**src/hw/rtl/spa_pkg.sv**
```systemverilog
`timescale 1ns / 1ps
// ----------------------------------------------------------------------------
// spa_pkg
// Shared types, widths and constants for the swaption path payoff averager.
// ----------------------------------------------------------------------------
package spa_pkg;

  // Field widths
  localparam int RATE_W     = 22;
  localparam int Q30_W      = 30;
  localparam int NOTIONAL_W = 32;
  localparam int CFG_DATA_W = 32;
  localparam int PAYOFF_W   = 50;
  localparam int SUM_W      = 64;
  localparam int COUNT_BITS_DEFAULT = 16;

  // Discount factor divider: 2^30 * 400 * 2^16 / (400 * 2^16 + R * k)
  localparam int DF_NUM_W  = 55;
  localparam int DF_DEN_W  = 26;
  localparam int DF_W      = 31;
  localparam int QTR_W     = 3;
  localparam int DF_PROD_W = RATE_W + QTR_W;
  localparam logic [DF_DEN_W-1:0] DF_BASE = 26'd26214400;
  localparam logic [DF_NUM_W-1:0] DF_NUM  = 55'd28147497671065600;

  // Swap rate divider: (2^30 - DF4) << 30 / annuity
  localparam int SWAP_NUM_W = 60;
  localparam logic [DF_W-1:0] ONE_Q30 = 31'h4000_0000;

  // Configuration register indexes
  localparam logic [0:0] CFG_STRIKE   = 1'b0;
  localparam logic [0:0] CFG_NOTIONAL = 1'b1;
  localparam logic [Q30_W-1:0]      STRIKE_RESET   = 30'd50465865;
  localparam logic [NOTIONAL_W-1:0] NOTIONAL_RESET = 32'd1000000;

  // Sequencer states
  typedef enum logic [3:0] {
    S_IDLE,
    S_DF,
    S_SWAP_GO,
    S_SWAP,
    S_MUL1,
    S_MUL2,
    S_ACC,
    S_MEAN,
    S_EMIT
  } state_t;

  // Control from the sequencer to the merge datapath
  typedef struct packed {
    logic df_load;
    logic swap_start;
    logic mul1_en;
    logic mul2_en;
    logic acc_en;
  } merge_ctl_t;

  // Status from the merge datapath back to the sequencer
  typedef struct packed {
    logic swap_done;
    logic mean_done;
  } merge_sts_t;

endpackage

```
**src/hw/rtl/spa_divu.sv**
```systemverilog
`timescale 1ns / 1ps
// ----------------------------------------------------------------------------
// spa_divu
// Unsigned restoring divider, one quotient bit per cycle.
// ----------------------------------------------------------------------------
module spa_divu #(
  parameter int NUM_W = 8,
  parameter int DEN_W = 8
) (
  input  logic             clk,
  input  logic             rst_n,
  input  logic             start,
  input  logic [NUM_W-1:0] num,
  input  logic [DEN_W-1:0] den,
  output logic             done,
  output logic [NUM_W-1:0] quo
);

  localparam int CNT_W = $clog2(NUM_W + 1);

  logic             busy_r;
  logic             done_r;
  logic [CNT_W-1:0] cnt_r;
  logic [DEN_W-1:0] rem_r;
  logic [NUM_W-1:0] quo_r;
  logic [DEN_W-1:0] den_r;

  logic [DEN_W:0]   shifted;
  logic [DEN_W:0]   trial;
  logic             ge;
  logic [DEN_W-1:0] rem_nxt;

  // One restoring step: shift in the next dividend bit and try to subtract.
  always_comb begin
    shifted = {rem_r, quo_r[NUM_W-1]};
    trial   = shifted - {1'b0, den_r};
    ge      = (shifted >= {1'b0, den_r});
    rem_nxt = ge ? trial[DEN_W-1:0] : shifted[DEN_W-1:0];
  end

  // Step counter and completion pulse.
  always_ff @(posedge clk) begin
    if (!rst_n) begin
      busy_r <= 1'b0;
      done_r <= 1'b0;
      cnt_r  <= '0;
    end else begin
      done_r <= 1'b0;
      if (start) begin
        busy_r <= 1'b1;
        cnt_r  <= CNT_W'(NUM_W);
      end else if (busy_r) begin
        cnt_r <= cnt_r - CNT_W'(1);
        if (cnt_r == CNT_W'(1)) begin
          busy_r <= 1'b0;
          done_r <= 1'b1;
        end
      end
    end
  end

  // Partial remainder and quotient.
  always_ff @(posedge clk) begin
    if (start) begin
      rem_r <= '0;
      quo_r <= num;
      den_r <= den;
    end else if (busy_r) begin
      rem_r <= rem_nxt;
      quo_r <= {quo_r[NUM_W-2:0], ge};
    end
  end

  assign done = done_r;
  assign quo  = quo_r;

endmodule

```
**src/hw/rtl/spa_df_lane.sv**
```systemverilog
`timescale 1ns / 1ps
// ----------------------------------------------------------------------------
// spa_df_lane
// One discount factor lane: forms the denominator for its quarter and divides.
// ----------------------------------------------------------------------------
module spa_df_lane (
  input  logic                       clk,
  input  logic                       rst_n,
  input  logic                       start,
  input  logic [spa_pkg::RATE_W-1:0] rate,
  input  logic [spa_pkg::QTR_W-1:0]  quarter,
  output logic                       done,
  output logic [spa_pkg::DF_W-1:0]   df
);

  logic [spa_pkg::DF_PROD_W-1:0] prod;
  logic [spa_pkg::DF_DEN_W-1:0]  den;
  logic [spa_pkg::DF_NUM_W-1:0]  quo;

  // Denominator 400 * 2^16 + R * k.
  assign prod = spa_pkg::DF_PROD_W'(rate) * spa_pkg::DF_PROD_W'(quarter);
  assign den  = spa_pkg::DF_BASE + spa_pkg::DF_DEN_W'(prod);

  spa_divu #(
    .NUM_W(spa_pkg::DF_NUM_W),
    .DEN_W(spa_pkg::DF_DEN_W)
  ) u_div (
    .clk  (clk),
    .rst_n(rst_n),
    .start(start),
    .num  (spa_pkg::DF_NUM),
    .den  (den),
    .done (done),
    .quo  (quo)
  );

  // The factor never exceeds 2^30, so the low bits carry it.
  assign df = quo[spa_pkg::DF_W-1:0];

endmodule

```
**config.mk**
```make
export PLATFORM = sky130hd
export DESIGN_NAME = spa_df_lane
export DESIGN_NICKNAME = d
export VERILOG_FILES = /design/src/hw/rtl/spa_pkg.sv /design/src/hw/rtl/spa_divu.sv /design/src/hw/rtl/spa_df_lane.sv
export SDC_FILE = /design/constraint.sdc
export NUM_CORES = 1
export LEC_CHECK = 0
export ABC_AREA = 1
export BUFFER_PORTS_ARGS = -buffer_cell sky130_fd_sc_hd__buf_4
export CAP_MARGIN = 30
export CELL_PAD_IN_SITES_DETAIL_PLACEMENT = 0
export CELL_PAD_IN_SITES_GLOBAL_PLACEMENT = 2
export CORE_MARGIN = 8
export CORE_UTILIZATION = 39
export CTS_BUF_LIST = sky130_fd_sc_hd__clkbuf_8
export CTS_CLUSTER_DIAMETER = 100
export DETAILED_ROUTE_END_ITERATION = 8
export GPL_TIMING_DRIVEN = 0
export MAX_ROUTING_LAYER = met4
export PLACE_DENSITY = 0.91
export SLEW_MARGIN = 20
export SYNTH_ARGS = -nofsm -noshare
export SYNTH_HDL_FRONTEND = slang
export SYNTH_HIERARCHICAL = 1
export SYNTH_SLANG_ARGS = --single-unit
```
**constraint.sdc**
```tcl
create_clock -name clk -period 4.3 [get_ports clk]
set_input_delay 0.43 -clock clk [delete_from_list [all_inputs] [get_ports clk]]
set_output_delay 0.43 -clock clk [all_outputs]
set_load 0.05 [all_outputs]
```
-- Word level (Yosys, flattened, before mapping)
Cells that the tools add are included.
- multiplexer cells: 7
- order comparisons: 1
- $add $sub $neg: 3
- reduce and logical (&&, ||, !) cells: 3
- multiply operators: 1
- shift operators: 0
- bitwise gates (word level): 2
- div/mod/pow operators: 0
- equality and inequality tests: 1
- operators by type and width (kind ; number):
    greater-or-equal comparator 27 x 26 -> 1 bit ; 1
    adder 25 x 25 -> 26 bit, first input constant ; 1
    two-way mux 26 bit ; 1
    subtractor 26 bit ; 1
    multiplier 22 x 3 -> 25 bit ; 1
    two-way mux 6 bit ; 2
    equality test 6 x 1 -> 1 bit, second input constant ; 1
    subtractor 6 x 1 -> 6 bit, second input constant ; 1
    two-way mux 1 bit ; 4
    OR reduction 3 bit ; 1
    NOT 1 bit ; 2
    nonzero test 2 bit ; 1
    OR reduction 2 bit ; 1
- bits in read-only memories: 0
- logic and storage cells: 25
- memories: 0
- output and inout bits: 32
- RAM bits: 0
- register bits after elaboration: 115
- input port bits: 28
- bits in latches: 0

-- Depth between registers and ports, before layout
- depth after elaboration: 4
- gate-level depth with buffers: 17
- gate-level depth less buffers: 16

-- Hierarchy
The synthesis kept the hierarchy.
- by module, submodules not included (module ; times used ; sequential area each (µm²) ; area each (µm²) ; cells each):
    spa_divu ; 1 ; 3113.0 ; 6899.1 ; 928
    spa_df_lane ; 1 ; 0.0 ; 2899.0 ; 521

-- Worst setup path after synthesis
OpenSTA, ideal clock, no wires.
- kind: input port to flip-flop
- start point: input port start
- end point: register u_div.quo_r[0] (netlist: u_div/quo[0]), enable pin
- data required time: 3.859 ns
- arrival: 2.620 ns
- library setup time: 0.441 ns
- setup slack: 1.239 ns
- stages on the path: 4
- buffers on the path: 2
- path through: clkbuf_1 -> nor2_1 -> inv_1 -> buf_1
- RTL lines (what ; line ; source):
    from (decl) ; spa_df_lane.sv:9 ; input logic start,
    to (signal assigned) ; spa_divu.sv:66 ; quo_r <= num;
    to (signal assigned) ; spa_divu.sv:70 ; quo_r <= {quo_r[NUM_W-2:0], ge};
    to (decl) ; spa_divu.sv:25 ; logic [NUM_W-1:0] quo_r;
No word-level cell between the ends.

-- Final worst setup path
- start point: input port quarter[2] (netlist name)
- end point: register u_div.den_r[19], data pin
- word-level cells in the longest chain between the ends: 2
- ends and longest elaborated chain (what ; line ; source):
    from (decl) ; spa_df_lane.sv:11 ; input logic [spa_pkg::QTR_W-1:0] quarter,
    multiplier 22 x 3 -> 25 bit ; spa_df_lane.sv:21 ; assign prod = spa_pkg::DF_PROD_W'(rate) * spa_pkg::DF_PROD_W'(quarter);
    adder 25 x 25 -> 26 bit ; spa_df_lane.sv:22 ; assign den = spa_pkg::DF_BASE + spa_pkg::DF_DEN_W'(prod);
    net den, one bit ; spa_df_lane.sv:17 ; logic [spa_pkg::DF_DEN_W-1:0] den;
    to (signal assigned) ; spa_divu.sv:67 ; den_r <= den;
    to (decl) ; spa_divu.sv:26 ; logic [DEN_W-1:0] den_r;
The timed path passes the listed nets, and every way through them passes these cells.
A chain may end at the register's enable or synchronous reset.

==> impl_metrics.ini <==
[critical_path]
cp_slowest_cell = clkbuf_1
worst_ep_arrival_time_ns = 3.37
critPathRequiredTime_ns = 4.48
cp_max_fo = 10
cp-start-kind = input pin
rrSetupSlack_ns = 1.86
critPathTopFamily = adder cells
crit_chain = buf_4 > clkbuf_1 > nand2_1 > inv_1 > fa_1 > ha_1 > ha_1 > inv_1 > fa_1 > inv_1 > nand3_1 > nand3_1 > nand3_1 > nand2_2 > nand2_1 > nand3_1 > nand2_1
cpPeakStageDelay_ns = 0.44
critical_path_class = in2reg
cp_num_buf_inv = 5
endpoint_kind = register
path_common_cell = nand3_1

[clock_tree]
insertion_delay_ns = 0.43
cts_made_buffers = 17
h-tree-depth = 4
cts_hold_buf = 0
cts-root-buf = clkbuf_8
clkSinkCount = 115
postCtsSetupRepairBufs = 0
cts_buffer_depth = 2
cts_resized = 0
clkTransAtPathRegs_ns = 0.08
tritoncts = done

[place]
port_buffers = 59
dp_cells = 1893
routabilityCongestion = 0.8613
dp_hpwl_um = 20230

[run]
cap_viol_max_count = 0

[grt]
grt_pass1_vias = 8392
met2_usage = 0.2858
grtUsageMet3 = 0.01953
gr-usage-met1 = 0.2168
overflow = 0
antenna_found_initial = 0
grt_busiest_layer = met2
grt_pass1_wl_um = 41040
grt_start_max_net_pins = 33
grt_usage = 0.1703

[detailed_routing]
ant_nets = 0
wl_per_cell_um = 12.73
initialDrtViolationCount = 485
vias_per_cell = 4.434
vias = 8536
first_pass_iters = 5
detail_route.drc_violations = 0
routed_wl_um = 24510

[power_and_ir_drop]
total_power_mw = 3.510
peakVddDrop_v = 0.0001897
p_leak_nw = 6.420
powerDensity_nw_per_um2 = 310.9

[status]
run_status = completed

[yosys]
yosysMostFrequentCell = nand2_1
yosys_warnings = 6
postSynthCellCount = 1449
synth_cell_type_count = 42
synth-seq-cells = 115
ys_async_sr_fraction = 0
ys.flop_type = edfxtp_1
yosysTopAreaCellShare = 0.2482
synth.avg_cell_area_sq_um = 6.762
yosysSeqAreaShare = 0.3177
netlist_area_sq_um = 9798
synth_top_area_cell = edfxtp_1
synth_common_cells = 593 x nand2_1, 288 x inv_1, 81 x edfxtp_1
synth_top_cells_by_area = edfxtp_1 25%, nand2_1 23%, inv_1 11%, ha_1 9.4%, dfxtp_1 6.9%
synth-edff-count = 81

[sta]
finalSetupTns_ns = 0
max-slew-margin-rel = 0.4883
min_period_ns = 3.193
tightest_slew_ns = 0.7647
skew_ns = 0.01424
setup-violations-final = 0
fin_crit_sh = 0.7426
fmax_mhz = 313.2
grt_setup_unrepaired = no
finalMaxSlewViolations = 0
final-hold-violation-count = 0

[layout]
multi_input_area_sq_um = 5572
syn2layout_area_growth_pct = 15.21
final_nets = 1706
fin_util = 0.4535
fill_cells = 2676
final_cells = 1925
seq_area_sq_um = 3113
diodes = 0
drive_gt1_frac = 0.1103

[floorplanning]
die_w_um = 174.5
ioPinCount = 60
start_util = 0.3936
core_area_sq_um = 24890
row_count = 58
die-area_sq_um = 30450
dieHeight_um = 174.5

[worst_hold_path]
hold_path_class = in2reg
==> state kept, by name, indices dropped and copies added (netlist names) <==
register      flops
u_div/busy_r      1
u_div/den_r      26
u_div/cnt_r       6
u_div/quo        55
u_div/done        1
u_div/rem_r      26
==> per-layer routing <==
layer,vias to the layer above,part of all wire
met5,-,0
met4,0,0.015
met3,19,0.021
met2,102,0.47
met1,3783,0.49
li1,4632,-
==> worst min-delay path: cells and delay by family <==
kind            cells  cell delay (ns)
compound gates      1             0.07
buf+inv             2             0.15
==> logic make-up after synthesis <==
logic type / Yosys count / synth area share
xor gates and xnor gates: 23 / 0.02056
DFF: 115 / 0.3177
other: 2 / 0.0007665
AOI/OAI and AO/OA: 51 / 0.03014
buffers and inverters: 344 / 0.1340
and+or+nand+nor: 818 / 0.3574
adders and majority gates: 96 / 0.1394
==> final timing paths <==
| path | start | endpoint | depth (start not counted) |
|---|---|---|---|
| setup reg to reg | u_div/quo[54] | u_div/rem_r[16] | 16 |
| setup / recovery | quarter[2] | u_div/den_r[19] | 17 |
| hold / removal | rst_n | u_div/cnt_r[0] | 3 |
| hold reg to reg | u_div/rem_r[23] | u_div/rem_r[23] | 2 |
==> layout by cell type (no fill, tap or decap), types with 3 or more instances in the layout <==
cell type and count:
nor3_1 3, nand4_1 36, nand3_1 73, a21oi_2 3, ha_1 74, clkbuf_8 17, clkinv_1 6, conb_1 55
dfxtp_1 34, buf_4 59, nor2_1 52, edfxtp_1 81, clkbuf_1 21, o21ai_0 7, nand3_2 9, xnor2_1 14
nand2_2 20, nor2_2 14, buf_2 6, nor2_4 4, clkinv_4 5, fa_1 22, nand2_1 593, inv_1 289
inv_2 20, nand3b_1 4, o21ai_1 13, a21oi_1 21, xor2_1 9
==> final cells by class <==
type / count / share of cell area
sequential: 115 / 0.2758
buffer: 31 / 0.01230
timing repair buffer: 61 / 0.04278
clock inverter: 15 / 0.01419
inverter: 313 / 0.1041
clock buffer: 17 / 0.02073
multi-input combinational: 1043 / 0.4936
tap: 330 / 0.03658
==> where the power goes <==
| part | switching (mW) | internal [mW] |
|---|---|---|
| combinational | 0.759 | 0.368 |
| clock | 0.486 | 0.521 |
| sequential | 0.0435 | 1.33 |
==> through the flow <==
| step | hold WS, ns | cell area, sq um | setup WS (ns) |
|---|---|---|---|
| 6_report | 0.2403 | 11290 | 1.107 |
| 5_1_grt | 0.2324 | 11290 | 0.8407 |
| 4_1_cts | 0.2082 | 11290 | 1.062 |
| 3_5_place_dp | 0.4664 | 10890 | 0.6027 |
| 3_3_place_gp | 0.4557 | 10850 | -0.5659 |
| 2_1_floorplan | 0.4442 | 9997 | 1.239 |
(Power assumes the default switching activity.)
